<file path="src/rtl/ptrs_pkg.sv">
`timescale 1ns / 1ps
// ----------------------------------------------------------------------------
// ptrs_pkg: shared types and constants of the periodic task scheduler
// Slot table geometry, operation and status codes, slot entry layout and
// the constants of the millisecond to tick conversion.
// ----------------------------------------------------------------------------
package ptrs_pkg;

	localparam int SLOT_COUNT = 10;
	localparam int IDX_W      = (SLOT_COUNT > 1) ? $clog2(SLOT_COUNT) : 1;
	localparam int CNT_W      = $clog2(SLOT_COUNT + 1);

	localparam int TIME_W    = 16;
	localparam int RATE_W    = 10;
	localparam int SLOTF_W   = 4;
	localparam int CFG_IDX_W = 2;
	localparam int CMP_W     = (CNT_W > SLOTF_W) ? CNT_W : SLOTF_W;

	localparam logic [RATE_W-1:0] RATE_RESET = RATE_W'(1000);

	// ticks = (ms * rate) / 1000; 1000 = 8 * 125, the /125 by reciprocal
	localparam int MS_PER_S    = 1000;
	localparam int PRE_SHIFT   = 3;
	localparam int ODD_DIV     = MS_PER_S >> PRE_SHIFT;
	localparam int RECIP_SHIFT = 30;
	localparam int RECIP_W     = 24;
	localparam int PROD_W      = TIME_W + RATE_W;
	localparam int Q_W         = PROD_W - PRE_SHIFT + RECIP_W;
	localparam logic [RECIP_W-1:0] RECIP_MUL =
		RECIP_W'(((64'd1 << RECIP_SHIFT) + 64'(ODD_DIV) - 64'd1) / 64'(ODD_DIV));

	typedef enum logic [2:0] {
		OP_TICK       = 3'd0,
		OP_DISPATCH   = 3'd1,
		OP_ADD        = 3'd2,
		OP_ENABLE     = 3'd3,
		OP_DISABLE    = 3'd4,
		OP_SET_PERIOD = 3'd5
	} op_t;

	typedef enum logic [1:0] {
		STATUS_OK      = 2'd0,
		STATUS_EMPTY   = 2'd1,
		STATUS_NO_SLOT = 2'd2,
		STATUS_FULL    = 2'd3
	} status_t;

	typedef enum logic [CFG_IDX_W-1:0] {
		CFG_RUNNING = 2'd0,
		CFG_RATE    = 2'd1
	} cfg_idx_t;

	typedef struct packed {
		logic [TIME_W-1:0] period;
		logic [TIME_W-1:0] countdown;
		logic [TIME_W-1:0] delay;
		logic              enabled;
		logic              ready;
	} slot_entry_t;

	localparam int ENTRY_W = $bits(slot_entry_t);

	typedef struct packed {
		status_t            status;
		logic [SLOTF_W-1:0] slot;
		logic               fired;
	} result_t;

endpackage

</file>
<file path="src/rtl/ptrs_ram.sv">
`timescale 1ns / 1ps
// ----------------------------------------------------------------------------
// ptrs_ram: generic single-clock RAM
// One write port, one read port with registered read data that holds its
// value while no read is issued.
// ----------------------------------------------------------------------------
module ptrs_ram #(
	parameter int WIDTH  = 8,
	parameter int DEPTH  = 16,
	parameter int ADDR_W = (DEPTH > 1) ? $clog2(DEPTH) : 1
) (
	input  logic              clk,
	input  logic              we,
	input  logic [ADDR_W-1:0] waddr,
	input  logic [WIDTH-1:0]  wdata,
	input  logic              re,
	input  logic [ADDR_W-1:0] raddr,
	output logic [WIDTH-1:0]  rdata
);

	logic [WIDTH-1:0] mem [DEPTH];

	always_ff @(posedge clk) begin
		if (we) begin
			mem[waddr] <= wdata;
		end
		if (re) begin
			rdata <= mem[raddr];
		end
	end

endmodule

</file>
<file path="src/rtl/ptrs_conv.sv">
`timescale 1ns / 1ps
// ----------------------------------------------------------------------------
// ptrs_conv: millisecond to tick converter
// Two-stage pipeline: ms * rate, then divide by 1000 as a shift by three
// and an exact reciprocal multiply by 1/125. Result truncated to 16 bits.
// ----------------------------------------------------------------------------
module ptrs_conv
	import ptrs_pkg::*;
(
	input  logic              clk,
	input  logic              arst_n,
	input  logic              start,
	input  logic [TIME_W-1:0] ms,
	input  logic [RATE_W-1:0] rate,
	output logic              done,
	output logic [TIME_W-1:0] ticks
);

	logic              vld_s1, vld_s2;
	logic [PROD_W-1:0] prod_s1;
	logic [Q_W-1:0]    q_s2;

	always_ff @(posedge clk or negedge arst_n) begin
		if (!arst_n) begin
			vld_s1 <= 1'b0;
			vld_s2 <= 1'b0;
		end else begin
			vld_s1 <= start;
			vld_s2 <= vld_s1;
		end
	end

	always_ff @(posedge clk) begin
		prod_s1 <= PROD_W'(ms) * PROD_W'(rate);
		q_s2    <= Q_W'(prod_s1[PROD_W-1:PRE_SHIFT]) * Q_W'(RECIP_MUL);
	end

	assign done  = vld_s2;
	assign ticks = q_s2[RECIP_SHIFT +: TIME_W];

endmodule

</file>
<file path="src/rtl/periodic_task_ready_scheduler.sv">
`timescale 1ns / 1ps
// ----------------------------------------------------------------------------
// periodic_task_ready_scheduler: table of periodic task slots
// Tick, dispatch, add, enable, disable and set period on a slot table kept
// in one RAM, with a status or fired-slot result stream.
// ----------------------------------------------------------------------------
// One item is taken at a time. Tick and dispatch walk the live slots (those
// before the first zero period) through the slot RAM, one slot per cycle
// unless a fired slot waits for the output register: read a slot, then
// write it back while the next one is read. Add and set period wait for
// the two-stage ms-to-tick converter. A tick while stopped or on an empty
// table, or an unused code, leaves the block idle and gives no result; a
// stopped dispatch and a rejected add or command go straight to the
// flush state. Results sit in an output register, so the next item is
// accepted while a result waits.
// Dispatch holds each fired slot back by one so that the last one carries
// last_result. The RAM needs no clearing: a slot is only read once it is
// live, and it only becomes live by an add that writes all of it.
// ----------------------------------------------------------------------------
module periodic_task_ready_scheduler
	import ptrs_pkg::*;
(
	input  logic                 clk,
	input  logic                 arst_n,
	// request channel
	input  logic                 in_valid,
	output logic                 in_stall,
	input  logic [2:0]           operation,
	input  logic [SLOTF_W-1:0]   slot_index,
	input  logic [TIME_W-1:0]    delay_ms,
	input  logic [TIME_W-1:0]    period_ms,
	// result channel
	output logic                 out_valid,
	input  logic                 out_stall,
	output logic [1:0]           status_code,
	output logic [SLOTF_W-1:0]   fired_slot,
	output logic                 fired_valid,
	output logic                 last_result,
	// configuration writes
	input  logic                 cfg_valid,
	output logic                 cfg_ready,
	input  logic [CFG_IDX_W-1:0] cfg_index,
	input  logic [RATE_W-1:0]    cfg_data
);

	typedef enum logic [2:0] {
		ST_IDLE,
		ST_WALK,
		ST_MOD,
		ST_CONV,
		ST_FLUSH
	} state_t;

	state_t            state_q;
	op_t               op_q;
	logic [IDX_W-1:0]  idx_q;
	logic [CNT_W-1:0]  live_q;
	logic [CNT_W-1:0]  rd_idx_q;
	logic              rd_s1;
	logic [IDX_W-1:0]  idx_s1;
	result_t           pend_q;
	logic              pend_full_q;
	result_t           out_q;
	logic              out_last_q;
	logic              out_valid_q;
	logic              running_q;
	logic [RATE_W-1:0] rate_q;
	logic [CNT_W-1:0]  added_q;
	logic [SLOT_COUNT-1:0] period_nz_q;   // mirror of period != 0 per slot

	// RAM port
	logic               ram_we, ram_re;
	logic [IDX_W-1:0]   ram_waddr, ram_raddr;
	slot_entry_t        ram_wdata;
	logic [ENTRY_W-1:0] ram_rdata;
	slot_entry_t        rd_ent;

	// converters
	logic              conv_start;
	logic              dconv_done, pconv_done, conv_done;
	logic [TIME_W-1:0] d_ticks, p_ticks;

	// control
	logic             accept;
	op_t              in_op;
	logic [CNT_W-1:0] live;
	logic             cmd_op, cmd_empty, cmd_noslot, add_full;
	logic             out_free;
	logic             proc, fire, walk_block, more;
	slot_entry_t      tick_ent, disp_ent;

	ptrs_ram #(
		.WIDTH(ENTRY_W),
		.DEPTH(SLOT_COUNT)
	) u_ram (
		.clk  (clk),
		.we   (ram_we),
		.waddr(ram_waddr),
		.wdata(ram_wdata),
		.re   (ram_re),
		.raddr(ram_raddr),
		.rdata(ram_rdata)
	);

	ptrs_conv u_dconv (
		.clk   (clk),
		.arst_n(arst_n),
		.start (conv_start),
		.ms    (delay_ms),
		.rate  (rate_q),
		.done  (dconv_done),
		.ticks (d_ticks)
	);

	ptrs_conv u_pconv (
		.clk   (clk),
		.arst_n(arst_n),
		.start (conv_start),
		.ms    (period_ms),
		.rate  (rate_q),
		.done  (pconv_done),
		.ticks (p_ticks)
	);

	assign rd_ent    = slot_entry_t'(ram_rdata);
	assign in_stall  = (state_q != ST_IDLE);
	assign accept    = in_valid && !in_stall;
	assign in_op     = op_t'(operation);
	assign out_free  = !out_valid_q || !out_stall;
	assign cfg_ready = 1'b1;

	// both converters start together, so they finish together
	assign conv_done = dconv_done && pconv_done;

	// live count: index of the first slot with a zero period
	always_comb begin
		live = CNT_W'(SLOT_COUNT);
		for (int i = SLOT_COUNT - 1; i >= 0; i--) begin
			if (!period_nz_q[i]) begin
				live = CNT_W'(i);
			end
		end
	end

	assign cmd_op     = (in_op == OP_ENABLE) || (in_op == OP_DISABLE) ||
	                    (in_op == OP_SET_PERIOD);
	assign cmd_empty  = (live == '0);
	assign cmd_noslot = CMP_W'(slot_index) >= CMP_W'(live);
	assign add_full   = (added_q >= CNT_W'(SLOT_COUNT)) || (live >= CNT_W'(SLOT_COUNT));

	// converters only run for items that will use the result
	assign conv_start = accept && (((in_op == OP_ADD) && !add_full) ||
	                    ((in_op == OP_SET_PERIOD) && !cmd_empty && !cmd_noslot));

	// slot walk
	assign proc       = (state_q == ST_WALK) && rd_s1;
	assign fire       = (op_q == OP_DISPATCH) && rd_ent.ready && rd_ent.enabled;
	assign walk_block = proc && fire && pend_full_q && !out_free;
	assign more       = rd_idx_q < live_q;

	always_comb begin
		tick_ent = rd_ent;
		if (rd_ent.delay != '0) begin
			tick_ent.delay = rd_ent.delay - TIME_W'(1);
		end else begin
			tick_ent.countdown = rd_ent.countdown - TIME_W'(1);
			// countdown wrapping from zero leaves the ready mark as it was
			if (tick_ent.countdown == '0) begin
				tick_ent.ready = 1'b1;
			end
		end
	end

	always_comb begin
		disp_ent = rd_ent;
		if (fire) begin
			disp_ent.ready     = 1'b0;
			disp_ent.countdown = rd_ent.period;
		end
	end

	// RAM access
	always_comb begin
		ram_we    = 1'b0;
		ram_waddr = '0;
		ram_wdata = rd_ent;
		ram_re    = 1'b0;
		ram_raddr = '0;
		case (state_q)
			ST_IDLE: begin
				if (accept && cmd_op && !cmd_empty && !cmd_noslot) begin
					ram_re    = 1'b1;
					ram_raddr = IDX_W'(slot_index);
				end
			end
			ST_WALK: begin
				if (!walk_block) begin
					if (proc) begin
						ram_we    = 1'b1;
						ram_waddr = idx_s1;
						ram_wdata = (op_q == OP_TICK) ? tick_ent : disp_ent;
					end
					if (more) begin
						ram_re    = 1'b1;
						ram_raddr = rd_idx_q[IDX_W-1:0];
					end
				end
			end
			ST_MOD: begin
				ram_we            = 1'b1;
				ram_waddr         = idx_q;
				ram_wdata.enabled = (op_q == OP_ENABLE);
			end
			ST_CONV: begin
				if (conv_done) begin
					ram_we = 1'b1;
					if (op_q == OP_ADD) begin
						ram_waddr           = live_q[IDX_W-1:0];
						ram_wdata.period    = p_ticks;
						ram_wdata.countdown = p_ticks;
						ram_wdata.delay     = d_ticks;
						ram_wdata.enabled   = 1'b1;
						ram_wdata.ready     = 1'b0;
					end else begin
						ram_waddr        = idx_q;
						ram_wdata.period = p_ticks;
					end
				end
			end
			default: ;
		endcase
	end

	// control state
	always_ff @(posedge clk or negedge arst_n) begin
		if (!arst_n) begin
			state_q     <= ST_IDLE;
			op_q        <= OP_TICK;
			idx_q       <= '0;
			live_q      <= '0;
			rd_idx_q    <= '0;
			rd_s1       <= 1'b0;
			idx_s1      <= '0;
			pend_q      <= '0;
			pend_full_q <= 1'b0;
			out_q       <= '0;
			out_last_q  <= 1'b0;
			out_valid_q <= 1'b0;
			running_q   <= 1'b0;
			rate_q      <= RATE_RESET;
			added_q     <= '0;
			period_nz_q <= '0;
		end else begin
			if (out_valid_q && !out_stall) begin
				out_valid_q <= 1'b0;
			end

			if (cfg_valid && cfg_ready) begin
				case (cfg_index)
					CFG_RUNNING: running_q <= cfg_data[0];
					CFG_RATE:    rate_q    <= cfg_data;
					default: ;
				endcase
			end

			case (state_q)
				ST_IDLE: begin
					if (accept) begin
						op_q        <= in_op;
						idx_q       <= IDX_W'(slot_index);
						live_q      <= live;
						rd_idx_q    <= '0;
						rd_s1       <= 1'b0;
						pend_full_q <= 1'b0;
						case (in_op)
							OP_TICK: begin
								if (running_q && !cmd_empty) begin
									state_q <= ST_WALK;
								end
							end
							OP_DISPATCH: begin
								// stopped: straight to the no-task result
								state_q <= running_q ? ST_WALK : ST_FLUSH;
							end
							OP_ADD: begin
								if (add_full) begin
									pend_q      <= '{STATUS_FULL, '0, 1'b0};
									pend_full_q <= 1'b1;
									state_q     <= ST_FLUSH;
								end else begin
									state_q <= ST_CONV;
								end
							end
							OP_ENABLE, OP_DISABLE, OP_SET_PERIOD: begin
								if (cmd_empty) begin
									pend_q      <= '{STATUS_EMPTY, '0, 1'b0};
									pend_full_q <= 1'b1;
									state_q     <= ST_FLUSH;
								end else if (cmd_noslot) begin
									pend_q      <= '{STATUS_NO_SLOT, '0, 1'b0};
									pend_full_q <= 1'b1;
									state_q     <= ST_FLUSH;
								end else begin
									state_q <= (in_op == OP_SET_PERIOD) ? ST_CONV : ST_MOD;
								end
							end
							default: ;   // unused codes: no result
						endcase
					end
				end

				ST_WALK: begin
					if (!walk_block) begin
						if (proc && fire) begin
							// push the held fired slot out, hold the new one
							if (pend_full_q) begin
								out_q       <= pend_q;
								out_last_q  <= 1'b0;
								out_valid_q <= 1'b1;
							end
							pend_q      <= '{STATUS_OK, SLOTF_W'(idx_s1), 1'b1};
							pend_full_q <= 1'b1;
						end
						if (more) begin
							rd_s1    <= 1'b1;
							idx_s1   <= rd_idx_q[IDX_W-1:0];
							rd_idx_q <= rd_idx_q + CNT_W'(1);
						end else begin
							rd_s1 <= 1'b0;
						end
						if (!proc && !more) begin
							state_q <= (op_q == OP_TICK) ? ST_IDLE : ST_FLUSH;
						end
					end
				end

				ST_MOD: begin
					pend_q      <= '{STATUS_OK, '0, 1'b0};
					pend_full_q <= 1'b1;
					state_q     <= ST_FLUSH;
				end

				ST_CONV: begin
					if (conv_done) begin
						if (op_q == OP_ADD) begin
							added_q                          <= added_q + CNT_W'(1);
							period_nz_q[live_q[IDX_W-1:0]]   <= (p_ticks != '0);
							pend_q <= '{STATUS_OK, SLOTF_W'(live_q), 1'b0};
						end else begin
							period_nz_q[idx_q] <= (p_ticks != '0);
							pend_q             <= '{STATUS_OK, '0, 1'b0};
						end
						pend_full_q <= 1'b1;
						state_q     <= ST_FLUSH;
					end
				end

				ST_FLUSH: begin
					if (out_free) begin
						out_q       <= pend_full_q ? pend_q : '{STATUS_OK, '0, 1'b0};
						out_last_q  <= 1'b1;
						out_valid_q <= 1'b1;
						pend_full_q <= 1'b0;
						state_q     <= ST_IDLE;
					end
				end

				default: state_q <= ST_IDLE;
			endcase
		end
	end

	assign out_valid   = out_valid_q;
	assign status_code = out_q.status;
	assign fired_slot  = out_q.slot;
	assign fired_valid = out_q.fired;
	assign last_result = out_last_q;

endmodule

</file>
<file path="config.mk">
export PLATFORM = sky130hd
export DESIGN_NAME = periodic_task_ready_scheduler
export DESIGN_NICKNAME = d
export VERILOG_FILES = /design/src/rtl/ptrs_pkg.sv /design/src/rtl/ptrs_ram.sv /design/src/rtl/ptrs_conv.sv /design/src/rtl/periodic_task_ready_scheduler.sv
export SDC_FILE = /design/constraint.sdc
export NUM_CORES = 2
export LEC_CHECK = 0
export ABC_AREA = 1
export BUFFER_PORTS_ARGS = -buffer_cell sky130_fd_sc_hd__buf_2
export CORE_ASPECT_RATIO = 1.2
export CORE_MARGIN = 4
export CORE_UTILIZATION = 38
export CTS_CLUSTER_DIAMETER = 60
export DETAILED_ROUTE_END_ITERATION = 16
export GPL_TIMING_DRIVEN = 0
export PLACE_DENSITY_LB_ADDON = 0.3
export SLEW_MARGIN = 10
export SYNTH_ARGS = -nofsm -noshare
export SYNTH_HDL_FRONTEND = slang
export SYNTH_SLANG_ARGS = --single-unit
export TNS_END_PERCENT = 5
</file>
<file path="constraint.sdc">
create_clock -name clk -period 8 [get_ports clk]
set_clock_uncertainty 0.2 [all_clocks]
set_input_delay 0.8 -clock clk [delete_from_list [all_inputs] [get_ports clk]]
set_output_delay 0.8 -clock clk [all_outputs]
set_load 0.03 [all_outputs]
</file>
; ---- Word level (Yosys, flattened, before mapping)
; Memory sizes are Yosys's and may differ from the RTL's. A register that Yosys moved wholly into a read port is not among the register bits.
; Cells that the tools add are included.
[op_classes]
add_sub_neg = 4
multipliers = 4
order_cmp = 8
eq_ne = 26
n_mux = 108
bitwise = 1
n_reduce_logical = 59
[ops]
columns = op, count
row1 = $mux W34, 4
row2 = $pmux W48 S2, 1
row3 = $mul A23 B24 Y46 const B, 2
row4 = $mux W7, 12
row5 = $mux W4, 18
row6 = $mul A16 B10 Y26, 2
row7 = $mux W50, 1
row8 = $mux W16, 3
row9 = $mux W1, 33
row10 = $mux W3, 11
row11 = $reduce_bool A16 Y1, 2
row12 = $sub A16 B1 Y16 const B, 2
row13 = $pmux W7 S2, 2
row14 = $pmux W7 S4, 1
row15 = $bwmux W10, 2
row16 = $logic_and A1 B1 Y1, 19
row17 = $eq A3 B2 Y1 const B, 6
row18 = $logic_not A16 Y1, 1
row19 = $pmux W4 S2, 2
row20 = $pmux W3 S5, 1
row21 = $pmux W1 S2, 6
row22 = $pmux W3 S4, 1
row23 = $pmux W4 S3, 1
row24 = $lt A4 B5 Y1 const B, 2
row25 = other kinds (38), 75
[word_totals]
regBits = 211
ramBits = 500
inputBits = 56
output_inout_bits = 11
wordCells = 237
memories = 1
[mem_list]
columns = memory, words, width, rd, rd_clocked_by_memory_dff, wr, line_no
row1 = u_ram.mem, 10, 50, 1, 1, 1, ptrs_ram.sv:21  ; logic [WIDTH-1:0] mem [DEPTH];

; ---- Longest topological paths before layout
[depth]
depth_word = 17
depth_mapped = 28

; ---- Modules after synthesis
; Synthesis repeated with hierarchy kept, for this count alone.
[unflattened]
hier_cells = 6903
area_unflattened_um2 = 60015.1
[modules_own_cells]
columns = module, n_inst, cells_each, area_each_um2
row1 = ptrs_ram, 1, 1972, 22735.6
row2 = ptrs_conv (u_dconv), 1, 2021, 15770.1
row3 = ptrs_conv (u_pconv), 1, 1977, 15582.4
row4 = periodic_task_ready_scheduler, 1, 933, 5926.9

; ---- Worst setup path before layout
; No wires, ideal clock.
[synth_path]
path_type = input to register
from = input out_stall
to = memory u_ram.mem[0][0] (netlist name), enable pin
t_arrival_ns = 5.159
t_required_ns = 7.281
setup_slack_ns = 2.122
path_stages = 7
n_path_buf = 1
cell_sequence = nand2_1 > inv_1 > a31oi_4 > buf_2 > a21oi_1 > nand2_1 > nor3_1
[synth_via]
elab_chain_len = 8
[synth_lines]
columns = element, line_no
row1 = from (decl), periodic_task_ready_scheduler.sv:34  ; input logic out_stall,
row2 = $logic_not A1 Y1 *, periodic_task_ready_scheduler.sv:129  ; assign out_free = !out_valid_q || !out_stall;
row3 = $logic_or A1 B1 Y1 *, periodic_task_ready_scheduler.sv:129
row4 = $logic_not A1 Y1 *, periodic_task_ready_scheduler.sv:158  ; assign walk_block = proc && fire && pend_full_q && !out_free;
row5 = $logic_and A1 B1 Y1 *, periodic_task_ready_scheduler.sv:158
row6 = $mux W1, periodic_task_ready_scheduler.sv:197  ; if (!walk_block) begin
row7 = $pmux W1 S3, periodic_task_ready_scheduler.sv:189  ; case (state_q)
row8 = $mux W1, ptrs_ram.sv:24  ; if (we) begin
row9 = $mux W1 (implied by the code), ptrs_ram.sv:25  ; mem[waddr] <= wdata;
row10 = to (decl), ptrs_ram.sv:21
; Every way passes the cells marked *; elsewhere a longest branch is shown, timed or not.

; ---- Worst setup path in the final report
[layout_path]
from = register rate_q[1]
to = register u_pconv.prod_s1[21]
[layout_via]
elab_chain_len = 1
[layout_lines]
columns = element, line_no
row1 = from (decl), periodic_task_ready_scheduler.sv:67  ; logic [RATE_W-1:0] rate_q;
row2 = from (signal assigned), periodic_task_ready_scheduler.sv:261  ; CFG_RATE: rate_q <= cfg_data;
row3 = $mul A16 B10 Y26, ptrs_conv.sv:34  ; prod_s1 <= PROD_W'(ms) * PROD_W'(rate);
row4 = to (signal assigned), ptrs_conv.sv:34
row5 = to (decl), ptrs_conv.sv:20  ; logic [PROD_W-1:0] prod_s1;
; Every way passes these cells.
; A chain may end at the register's enable or synchronous reset.

==> reports/metrics.yaml <==
vias_per_cell: 5.01
overflow: 0
rr_startpoint: "rate_q[1]$_DFFE_PN0P_"
rr_worst_depth: 19
wl_mm: 167
root_buffer: "clkbuf_16"
grt_pass1_vias: 45572
multi_input_area_um2: 32300
clk_latency_ps: 680
ys_async_sr_fraction_pct: 9.64
grt_max_degree: 57
firstDrtPassIters: 8
outcome: "complete, no violations"
period_minus_slack_ps: 6360
design_area_um2: 64900
core_um2: 154000
clockBufferDepth: 3
area_growth_pct: 10.2
ys_warn_count: 0
cts_made_buffers: 80
min_path_cells: 2
place_hpwl_mm: 134
synth.avg_cell_area_um2: 9.01
final-seq-area_um2: 19800
clk_pin_slew_worst_paths_ps: 60
wl_per_cell_um: 19.1
netlist_area_um2: 58900
rsz0062_at_grt: "no"
start_kind: "flop"
crit_fanout: 10
synth_ff_type: "edfxtp_1"
slew_headroom_pct: 30.2
syn-num-nets: 7728
grt_pass1_wl_mm: 260
cp_data_arrival_time_ps: 6710
rows: 158
dieWidth_um: 367
synth-seq-cells: 695
htreeDepth: 3
hold_class: "in -> reg"
fillCellCount: 15261
r2r_setup_slack_ps: 1640
initial_core_util_pct: 38.2
antenna_found_initial: 8
ios: 67
ys_seq_area_share_pct: 33.6
drive_gt1_share_pct: 5.02
holdPathEnd: "running_q$_DFFE_PN0P_"
drt.antenna.violating_nets: 0
drc_errors: 0
r2r_end: "u_pconv.prod_s1[21]$_DFF_P_"
syn_inst: 6537
dieArea_um2: 161000
min_from: "cfg_valid"
synth_edf_count: 550
drt-initial-drc-count: 2910
cp.required_ps: 8360
cts_num_sinks: 695
portBuffers: 33
fin_crit_sh_pct: 79.5
cts_tree: "done"
end_kind: "flop"
placed_area_um2: 62200
num-nets-final: 7872
post_cts_buffers: 0
slew_violations: 0
vias: 43824
dieHeight_um: 439
tightest_slew_ps: 1040
hold_viol: 0
worstSetupPathType: "reg -> reg"
fmax_mhz: 157
synth.distinct_cells: 60
gp_congestion: 0.939
setup_viol: 0
grt_use_total_pct: 20.7
drv_cap: 0
worst max path at each step:
stage	end	depth (start not counted)	start
6_report	u_pconv.prod_s1[21]$_DFF_P_	19	rate_q[1]$_DFFE_PN0P_
5_1_grt	u_pconv.prod_s1[21]$_DFF_P_	19	rate_q[1]$_DFFE_PN0P_
4_1_cts	u_pconv.prod_s1[21]$_DFF_P_	19	rate_q[1]$_DFFE_PN0P_
3_5_place_dp	u_pconv.prod_s1[21]$_DFF_P_	19	rate_q[1]$_DFFE_PN0P_
3_3_place_gp	u_ram.mem[0][39]$_DFFE_PP_	8	out_stall
2_1_floorplan	u_ram.mem[0][0]$_DFFE_PP_	7	out_stall
kinds of logic after synthesis:
family | count (synthesis) | share of synthesized area [%]
simple gates | 2234 | 16.5
buf+inv | 1788 | 11.7
fa+ha+maj | 1135 | 30.9
flops | 695 | 33.6
compound gates | 580 | 5.75
xor+xnor | 94 | 1.40
mux | 10 | 0.191
other cells | 1 | 0.00637
final cells by class:
class | count | share of cell area, %
clock buffer | 112 | 3.45
tap | 2000 | 3.86
multi-input combinational | 4054 | 49.8
buffer | 217 | 1.57
antenna | 4 | 0.0154
sequential | 695 | 30.5
clock inverter | 36 | 0.633
inverter | 1571 | 9.09
timing repair buffer | 62 | 1.14
cells in the mapped netlist, types with 7 or more instances:
cell      count  share of area [%]
nor3_1       35               0.30
a22oi_1      31               0.40
nor4_1       11               0.12
xnor2_1      21               0.31
a21oi_1     194                1.6
buf_4        14               0.18
dfrtp_1      61                2.6
inv_2        10              0.064
xor2_1       73                1.1
nor2_1      280                1.8
dfxtp_1      78                2.7
nand3_1     607                5.2
buf_1        23               0.15
fa_1        530                 18
inv_1      1556                9.9
o22ai_1       8              0.085
edfxtp_1    550                 28
nand2_1    1171                7.5
o21bai_1     18               0.23
a21o_1       13               0.17
a31oi_1      20               0.21
buf_6         8               0.15
clkbuf_1     99               0.63
o21a_1        7              0.089
buf_2        73               0.62
mux2_2       10               0.19
o211ai_1     69               0.88
or2_2         9              0.096
nand3b_1     56               0.71
o21ai_0     187                1.6
nand4_1      47               0.50
ha_1        605                 13
critical path, cell delays in order, from the launching register on:
cell and delay [ps]:
dfrtp_1 450, clkbuf_1 510, buf_1 470, nand2_1 150
fa_1 550, inv_1 50, fa_1 500, inv_1 60
fa_1 530, inv_1 50, fa_1 510, fa_1 420
ha_1 370, nand2_1 110, nor2_1 260, nand4_1 130
o21ai_0 400, a21oi_1 220, o211ai_1 210, nand2_1 80
registers in the layout, indices dropped and copies added (netlist names), 3 cells and up:
signal and count:
u_ram.mem 500, u_ram.rdata 50, u_dconv.prod_s1 23, u_pconv.prod_s1 23, u_dconv.q_s2 16, u_pconv.q_s2 16, period_nz_q 10, rate_q 10
pend_q 7, added_q 4, fired_slot 4, idx_q 4, idx_s1 4, live_q 4, rd_idx_q 4, op_q 3
state_q 3
routing by layer:
metal  routed length [um]  GRT usage (%)  up-vias
met1                67200           24.8    21338
li1                     -              -    21018
met2                85100           37.6     1157
met5                   31              0        -
met3                 8000           2.76      307
met4                 7120           8.32        4
cell usage in the layout (no fill, tap or decap), types with 34 or more instances in the layout:
master,instances
dfrtp_1,61
nand3b_1,56
ha_1,605
o211ai_1,69
a21oi_1,193
nor2_1,271
xor2_1,73
dfxtp_1,78
nor3_1,34
nand2_1,1171
clkbuf_1,123
nand4_1,47
inv_1,1556
fa_1,530
nand3_1,607
edfxtp_1,550
buf_2,105
o21ai_0,186
clkbuf_16,83
metrics by stage:
stage / hold WS [ps] / TNS [ps] / util, % / worst slack [ps] / cells
2_1_floorplan: 131 / 0 / - / 2120 / 6537
3_3_place_gp: 134 / -77230 / 39.9 / -1550 / 8570
3_5_place_dp: 138 / 0 / 40.3 / 1720 / 8598
4_1_cts: 48.2 / 0 / 42.1 / 1660 / 8747
5_1_grt: 89.8 / 0 / 42.1 / 1330 / 8750
6_report: 131 / 0 / 42.1 / 1640 / 8751
timing repair:
item	CTS	global route
hold buffers	1	0
hold endpoints to repair	11	0
resized for setup	0	0
Power is left out: the tool's default activity adds up to more than one toggle a clock period on the data nets, which glitch-free logic cannot reach.
